$ cat config.mk
export PLATFORM = sky130hd
export DESIGN_NAME = pha_ctrl
export DESIGN_NICKNAME = d
export VERILOG_FILES = /design/src/sv/pha_pkg.sv /design/src/sv/pha_ctrl.sv
export SDC_FILE = /design/constraint.sdc
export NUM_CORES = 1
export LEC_CHECK = 0
export BUFFER_PORTS_ARGS = -buffer_cell sky130_fd_sc_hd__buf_2
export CORE_MARGIN = 5
export CORE_UTILIZATION = 41
export CTS_CLUSTER_DIAMETER = 60
export CTS_CLUSTER_SIZE = 20
export DETAILED_ROUTE_END_ITERATION = 7
export HOLD_SLACK_MARGIN = 0.08
export PLACE_DENSITY = 0.68
export SLEW_MARGIN = 5
export SYNTH_ARGS = -nofsm -noshare
export SYNTH_HDL_FRONTEND = slang
export SYNTH_SLANG_ARGS = --single-unit
export TNS_END_PERCENT = 1
$ cat constraint.sdc
create_clock -name clk -period 1.3 [get_ports clk]
set_input_delay 0.065 -clock clk [delete_from_list [all_inputs] [get_ports clk]]
set_output_delay 0.065 -clock clk [all_outputs]
set_load 0.005 [all_outputs]
$ cat src/sv/pha_pkg.sv
`timescale 1ns / 1ps
// Shared types, codes and defaults of the page heap allocator.
package pha_pkg;

  localparam int MAX_PAGES_DEF = 1024;
  localparam int PAGE_BITS_DEF = 12;

  localparam int BASE_W  = 20;
  localparam int COUNT_W = 11;
  localparam int CFG_W   = 20;

  localparam logic [BASE_W-1:0]  BASE_RESET  = '0;
  localparam logic [COUNT_W-1:0] COUNT_RESET = 11'd1024;

  localparam logic CFG_BASE  = 1'b0;
  localparam logic CFG_COUNT = 1'b1;

  typedef enum logic [1:0] {
    OP_ALLOC   = 2'd0,
    OP_FREE    = 2'd1,
    OP_REALLOC = 2'd2,
    OP_QUERY   = 2'd3
  } op_t;

  typedef enum logic [2:0] {
    ST_OK      = 3'd0,
    ST_ZERO    = 3'd1,
    ST_NOSPACE = 3'd2,
    ST_BADADDR = 3'd3,
    ST_NOTLIVE = 3'd4
  } status_t;

  typedef enum logic [1:0] {
    SEL_NONE,
    SEL_ADDR,
    SEL_SIZE
  } res_sel_t;

  typedef struct packed {
    logic [1:0]  op;
    logic [31:0] block_address;
    logic [31:0] byte_size;
  } in_word_t;

  typedef struct packed {
    logic [31:0] result_value;
    logic [2:0]  status;
  } out_word_t;

  // controller to datapath
  typedef struct packed {
    logic     clear;
    logic     load;
    logic     start_walk;
    logic     walk;
    logic     save_start;
    logic     mark;
    logic     save_len;
    logic     rel_init;
    logic     release_pg;
    logic     out_load;
    res_sel_t sel;
    status_t  status;
  } cmd_t;

  // datapath to controller
  typedef struct packed {
    logic       clr_last;
    logic       want_zero;
    logic       want_over;
    logic       bad_addr;
    logic       walk_over;
    logic       at_page;
    logic       map_nz;
    logic       run_hit;
    logic       mark_last;
    logic       rel_last;
    logic [1:0] op;
  } stat_t;

endpackage

$ cat src/sv/pha_ctrl.sv
`timescale 1ns / 1ps
// Allocator controller: request sequencing state machine and output word handshake.
module pha_ctrl (
  input  logic           clk,
  input  logic           rst,
  input  logic           req_valid,
  output logic           req_stall,
  output logic           rsp_valid,
  input  logic           rsp_stall,
  input  pha_pkg::stat_t sts,
  output pha_pkg::cmd_t  cmd
);

  typedef enum logic [2:0] {
    S_CLEAR,
    S_IDLE,
    S_CHECK,
    S_LIVE,
    S_FIND,
    S_MARK,
    S_FREE,
    S_DONE
  } state_t;

  state_t             state;
  state_t             state_next;
  pha_pkg::status_t   res_status;
  pha_pkg::res_sel_t  res_sel;
  logic               fin;
  pha_pkg::status_t   fin_status;
  pha_pkg::res_sel_t  fin_sel;

  always_comb begin
    cmd        = '0;
    cmd.sel    = res_sel;
    cmd.status = res_status;
    state_next = state;
    fin        = 1'b0;
    fin_status = pha_pkg::ST_OK;
    fin_sel    = pha_pkg::SEL_NONE;
    unique case (state)
      S_CLEAR: begin
        cmd.clear = 1'b1;
        if (sts.clr_last) begin
          state_next = S_IDLE;
        end
      end
      S_IDLE: begin
        if (req_valid) begin
          cmd.load   = 1'b1;
          state_next = S_CHECK;
        end
      end
      S_CHECK: begin
        if (sts.op == pha_pkg::OP_ALLOC) begin
          priority if (sts.want_zero) begin
            fin        = 1'b1;
            fin_status = pha_pkg::ST_ZERO;
          end else if (sts.want_over) begin
            fin        = 1'b1;
            fin_status = pha_pkg::ST_NOSPACE;
          end else begin
            cmd.start_walk = 1'b1;
            state_next     = S_FIND;
          end
        end else begin
          priority if (sts.bad_addr) begin
            fin        = 1'b1;
            fin_status = pha_pkg::ST_BADADDR;
          end else if (sts.op == pha_pkg::OP_REALLOC && sts.want_zero) begin
            fin        = 1'b1;
            fin_status = pha_pkg::ST_ZERO;
          end else begin
            cmd.start_walk = 1'b1;
            state_next     = S_LIVE;
          end
        end
      end
      S_LIVE: begin
        if (sts.at_page) begin
          if (!sts.map_nz) begin
            fin        = 1'b1;
            fin_status = pha_pkg::ST_NOTLIVE;
          end else begin
            cmd.save_len = 1'b1;
            priority if (sts.op == pha_pkg::OP_FREE) begin
              cmd.rel_init = 1'b1;
              state_next   = S_FREE;
            end else if (sts.op == pha_pkg::OP_QUERY) begin
              fin     = 1'b1;
              fin_sel = pha_pkg::SEL_SIZE;
            end else if (sts.want_over) begin
              fin        = 1'b1;
              fin_status = pha_pkg::ST_NOSPACE;
            end else begin
              cmd.start_walk = 1'b1;
              state_next     = S_FIND;
            end
          end
        end else begin
          cmd.walk = 1'b1;
          if (sts.walk_over) begin
            fin        = 1'b1;
            fin_status = pha_pkg::ST_NOTLIVE;
          end
        end
      end
      S_FIND: begin
        if (sts.run_hit) begin
          cmd.save_start = 1'b1;
          state_next     = S_MARK;
        end else begin
          cmd.walk = 1'b1;
          if (sts.walk_over) begin
            fin        = 1'b1;
            fin_status = pha_pkg::ST_NOSPACE;
          end
        end
      end
      S_MARK: begin
        cmd.mark = 1'b1;
        if (sts.mark_last) begin
          if (sts.op == pha_pkg::OP_ALLOC) begin
            fin     = 1'b1;
            fin_sel = pha_pkg::SEL_ADDR;
          end else begin
            cmd.rel_init = 1'b1;
            state_next   = S_FREE;
          end
        end
      end
      S_FREE: begin
        cmd.release_pg = 1'b1;
        if (sts.rel_last) begin
          fin     = 1'b1;
          fin_sel = (sts.op == pha_pkg::OP_FREE) ? pha_pkg::SEL_NONE : pha_pkg::SEL_ADDR;
        end
      end
      S_DONE: begin
        if (!rsp_valid || !rsp_stall) begin
          cmd.out_load = 1'b1;
          state_next   = S_IDLE;
        end
      end
      default: state_next = S_CLEAR;
    endcase
    if (fin) begin
      state_next = S_DONE;
    end
  end

  always_ff @(posedge clk) begin
    if (rst) begin
      state      <= S_CLEAR;
      req_stall  <= 1'b1;
      rsp_valid  <= 1'b0;
      res_status <= pha_pkg::ST_OK;
      res_sel    <= pha_pkg::SEL_NONE;
    end else begin
      state     <= state_next;
      req_stall <= state_next != S_IDLE;
      if (fin) begin
        res_status <= fin_status;
        res_sel    <= fin_sel;
      end
      if (cmd.out_load) begin
        rsp_valid <= 1'b1;
      end else if (!rsp_stall) begin
        rsp_valid <= 1'b0;
      end
    end
  end

endmodule

; ---- Word-level counts from Yosys, hierarchy flattened
; Cells that the tools add are included.
[classes]
n_eq_ne = 12
n_mux = 85
n_reduce_logical = 6
[ops]
columns = cell, n
row1 = 2-to-1 mux 3 bit, 24
row2 = 2-to-1 mux 1 bit, 44
row3 = case mux 3 bit (7 select lines), 1
row4 = 2-to-1 mux 2 bit, 10
row5 = equality test 3 bit (second input constant), 4
row6 = case mux 3 bit (3 select lines), 1
row7 = equality test 3 x 2 -> 1 bit (second input constant), 2
row8 = case mux 1 bit (2 select lines), 3
row9 = case mux 2 bit (3 select lines), 1
row10 = case mux 1 bit (5 select lines), 1
row11 = equality test 2 bit (second input constant), 2
row12 = equality test 3 x 1 -> 1 bit (second input constant), 1
row13 = zero test 3 bit, 1
row14 = inequality test 3 x 1 -> 1 bit (second input constant), 1
row15 = equality test 2 x 1 -> 1 bit (second input constant), 1
row16 = zero test 1 bit, 2
row17 = zero test 2 bit, 1
row18 = inequality test 2 x 1 -> 1 bit (second input constant), 1
row19 = logical AND 1 bit, 1
row20 = logical OR 1 bit, 1
[word_totals]
ff_bits = 10
in_bits = 16
out_inout_bits = 17

; ---- Depth between registers and ports, before layout
[depth]
word_depth = 8
ltp_mapped = 6
ltp_nobuf = 5

; ---- Worst setup path before layout
; No wires, ideal clock.
[synth_path]
kind = register to register
startpoint = register state[1]
endpoint = register res_sel[0]
arrival_ns = 1.308
required_time_ns = 1.163
setup_slack_ns = -0.145
stages_incl_launch_ff = 5
n_path_buf = 1
synth_period_minus_slack_ns = 1.445
path_cell_list = dfxtp_1 -> buf_4 -> or3b_1 -> nor4_4 -> o32ai_1
[synth_via]
elab_chain_cells = 2
[synth_rtl]
columns = element, line
row1 = start: declaration, pha_ctrl.sv:25  ; state_t state;
row2 = start signal: assignment, pha_ctrl.sv:160  ; state <= state_next;
row3 = equality test 3 bit or equality test 3 x 2 -> 1 bit (tied branches), pha_ctrl.sv:41  ; unique case (state)
row4 = case mux 1 bit (5 select lines) or case mux 2 bit (3 select lines) (tied branches), pha_ctrl.sv:41
row5 = end signal: assignment, pha_ctrl.sv:158  ; res_sel <= pha_pkg::SEL_NONE;
row6 = end signal: assignment, pha_ctrl.sv:164  ; res_sel <= fin_sel;
row7 = end: declaration, pha_ctrl.sv:28  ; pha_pkg::res_sel_t res_sel;
; Parallel ways exist; a longest one is shown, timed or not.
; A chain may end at the register's enable or synchronous reset.

; ---- Final worst setup path
[layout_path]
startpoint = register state[1]
endpoint = register res_status[0]
[layout_via]
elab_chain_cells = 2
[layout_rtl]
columns = element, line
row1 = equality test 3 bit or equality test 3 x 2 -> 1 bit (tied branches), pha_ctrl.sv:41
row2 = case mux 1 bit (5 select lines) or case mux 3 bit (3 select lines) (tied branches), pha_ctrl.sv:41
row3 = end signal: assignment, pha_ctrl.sv:157  ; res_status <= pha_pkg::ST_OK;
row4 = end signal: assignment, pha_ctrl.sv:163  ; res_status <= fin_status;
row5 = end: declaration, pha_ctrl.sv:27  ; pha_pkg::status_t res_status;
; Parallel ways exist; a longest one is shown, timed or not.

==> summary.txt <==
Status
  – Status: finished with violations
  – Failing checks: setup timing

STA
  – RSZ-0062 raised after global routing: yes
  – Setup_tns: -1.77 ns
  – Setup ws final: -0.158 ns
  – Tmin final: 1.46 ns
  – Final Cycle Share: 112%
  – Clock Skew: 0.00304 ns
  – Final Hold Viols: 0
  – Final Setup Violations: 16
  – Max Clk Rate: 686 MHz
  – Max_slew headroom: 66.3%
  – Worst-margin pin slew: 0.501 ns
  – Pins Over Slew Limit: 0

Route
  – Via-to-Cell Ratio: 5.61
  – DR WL/cell: 15.5 um
  – Routed Antenna Nets: 0
  – Drc violations: 0
  – Initial DRC Count: 24
  – Via count: 1088
  – Routed WL: 3.01 mm
  – DR pass1 iterations: 4

Final layout
  – # nets final: 184
  – Ant diodes: 0
  – Area growth, synth to finish: 67.4%
  – Fin util: 73.4%
  – Share of post-route cells with drive strength above 1: 57.5%

Global route
  – Initial antenna violation count: 0
  – Total GRT Usage: 19.3%
  – First-pass GRT wire length: 4.91 mm
  – Grt ovf: 0
  – Largest net degree at the start of global routing: 16
  – Vias in the first global route: 1122

Critical path
  – Worst Path Max Fanout: 7
  – WP data required: 1.47 ns
  – Reg2Reg Launch Point: state[1]
  – Critical path type: reg2reg
  – FF-to-FF End: res_status[0]
  – Slowest stage delay, CP: 0.42 ns
  – Worst R2R Setup Slack: -0.16 ns
  – R2R cell count: 5
  – Crit end category: flip-flop
  – Critical path's slowest cell: or3_4
  – Critical path, cell by cell: buf_6, nand2_1, a21oi_4, or3_4, o41ai_2
  – Critical path arrival: 1.63 ns
  – Critical Path Source Type: flip-flop

Synthesis
  – Post-Syn Area: 868 um2
  – #FFs+latches synth: 10
  – Yosys cell types: 44
  – Share of the synthesized area in the top cell type: 23.1%
  – Ys Warns: 0
  – Synth cell count leaders: dfxtp_1, nor2_1, a21oi_1, nand2_1, nor3_1
  – Mapped Nets: 126
  – Yosys top cell by area: dfxtp_1
  – Synth Flop Type: dfxtp_1
  – Synth top area cells: dfxtp_1, nor4_4, a21oi_1
  – Syn Inst Count: 110
  – Dominant cell by count in the synthesized netlist: dfxtp_1
  – Mean Syn Cell Area: 7.89 um2
  – EDFF count, synth: 0
  – Register area share after synthesis: 23.1%
  – Asr flop ratio synth: 0%

Floorplanning
  – Initial Utilization: 43.8%
  – FP Rows: 16
  – Core footprint: 0.00198 mm2
  – Die width: 56.0 um
  – Die Height: 56.0 um
  – Die Footprint: 0.00314 mm2
  – Total I/O pin count: 33

Clock network
  – CTS Buf Count: 3
  – Reg clk slew, reported paths: 0.07 ns
  – Root Buffer: clkbuf_4
  – Worst skew pair latency: 0.27 ns
  – CTS max path bufs: 2
  – CTS tree: yes
  – CTS Hold Bufs: 0
  – Sink Count: 10
  – CTS H-tree depth: 1

Job
  – Maxcap violations: 0

Power
  – Sw Pwr: 817 uW
  – Maximum vdd ir drop: 0.000941 V
  – Flop pwr share: 24.4%
  – P_leak: 0.000664 uW
  – Switching part of the total power: 39.5%
  – Clk pwr share: 13.4%
  – Pwr Density: 1420 mW/mm2
  – Part of the power in combinational logic: 62.1%
  – Internal power: 1250 uW
  – Design Power: 2070 uW

Hold path
  – Hold Crit Start: rsp_stall
  – Worst Hold Depth: 3
  – Hold WC Path Type: in2reg
  – Worst hold endpoint: rsp_valid

Placed design
  – Count of input and output buffers: 32
  – Hpwl dp: 2.21 mm
  – GPL Wtd Cong: 0.907
  – Pre-CTS setup slack: -0.270 ns
-- critical path: cells and delay by family (launching register included) --
| kind | cells | cell delay [ns] |
|---|---|---|
| buffers and inverters | 1 | 0.13 |
| AND/OR/NAND/NOR | 2 | 0.52 |
| AO/OA/AOI/OAI | 2 | 0.35 |
| flip-flops | 1 | 0.38 |
-- metrics by stage --
| step | hold WS (ns) | cells | area, um2 |
|---|---|---|---|
| after floorplan | 0.183 | 110 | 897 |
| after global placement | 0.374 | 187 | 1240 |
| after detailed placement | 0.389 | 187 | 1240 |
| after CTS | 0.101 | 194 | 1370 |
| after global routing | 0.111 | 194 | 1450 |
| final | 0.109 | 194 | 1450 |
-- logic make-up after synthesis --
kind of cell | Yosys count | share of synthesized area, %
AND/OR/NAND/NOR | 55 | 41.8
flip-flops | 10 | 23.1
AO/OA/AOI/OAI | 32 | 28.4
buffers and inverters | 13 | 6.77
-- how the worst max path moves through the flow --
stage                         from       endpoint  slack, ns  cells past startpoint
after global placement    state[1]       state[1]      -0.25                      6
after CTS                 state[2]         cmd[7]      -0.16                      4
after global routing      state[2]         cmd[7]      -0.21                      4
after floorplan           state[1]  res_status[2]      -0.07                      5
final                     state[1]  res_status[0]      -0.16                      5
after detailed placement  state[1]       state[1]      -0.27                      6
-- per-layer routing --
metal	part of all wire, %	vias up	GRT usage (%)
li1	-	532	-
met1	39	507	20.6
met2	52	44	35.1
met3	7.5	5	7.42
met4	1.4	0	5.08
met5	0	-	0
-- registers in the layout, summed over array words and instances (netlist names) --
name and flops:
res_status 3, rsp_valid 1, res_sel 2, req_stall 1, state 3
-- cell type report --
| class | count | area (um2) |
|---|---|---|
| multi-input cells | 87 | 758 |
| fillers | 150 | 528 |
| repair buffers | 60 | 392 |
| flip-flops and latches | 10 | 211 |
| clock buffers | 4 | 36.3 |
| well taps | 27 | 33.8 |
| inverters | 6 | 22.5 |
-- power groups by stage --
| stage | Combinational [uW] | Sequential (uW) | Clock [uW] |
|---|---|---|---|
| 2_1_floorplan | 629 | 437 | 0 |
| 3_3_place_gp | 997 | 486 | 0 |
| 3_5_place_dp | 1000 | 492 | 0 |
| 4_1_cts | 1160 | 500 | 286 |
| 5_1_grt | 1380 | 519 | 302 |
| 6_report | 1280 | 504 | 278 |
-- layout by cell type (no fill, tap or decap), drive strengths merged, types with 2 or more instances in the layout --
cell type	n
or3b	3
nand2b	5
or3	2
a21oi	7
nand2	7
a21boi	2
nand4b	2
o32ai	4
inv	6
clkbuf	4
nor3b	4
and2	3
o21ai	3
dfxtp	10
nor3	7
nor2	9
o22ai	2
nor4	4
buf	60
nor2b	3
-- repair_timing --
| action | in CTS | in global routing |
|---|---|---|
| resized for setup | 19 | 17 |
| pin swaps | 9 | 2 |
| buffers inserted | 3 | 0 |
| setup endpoints to repair | 19 | 19 |
Note: power is estimated with default switching activity, not from simulation.
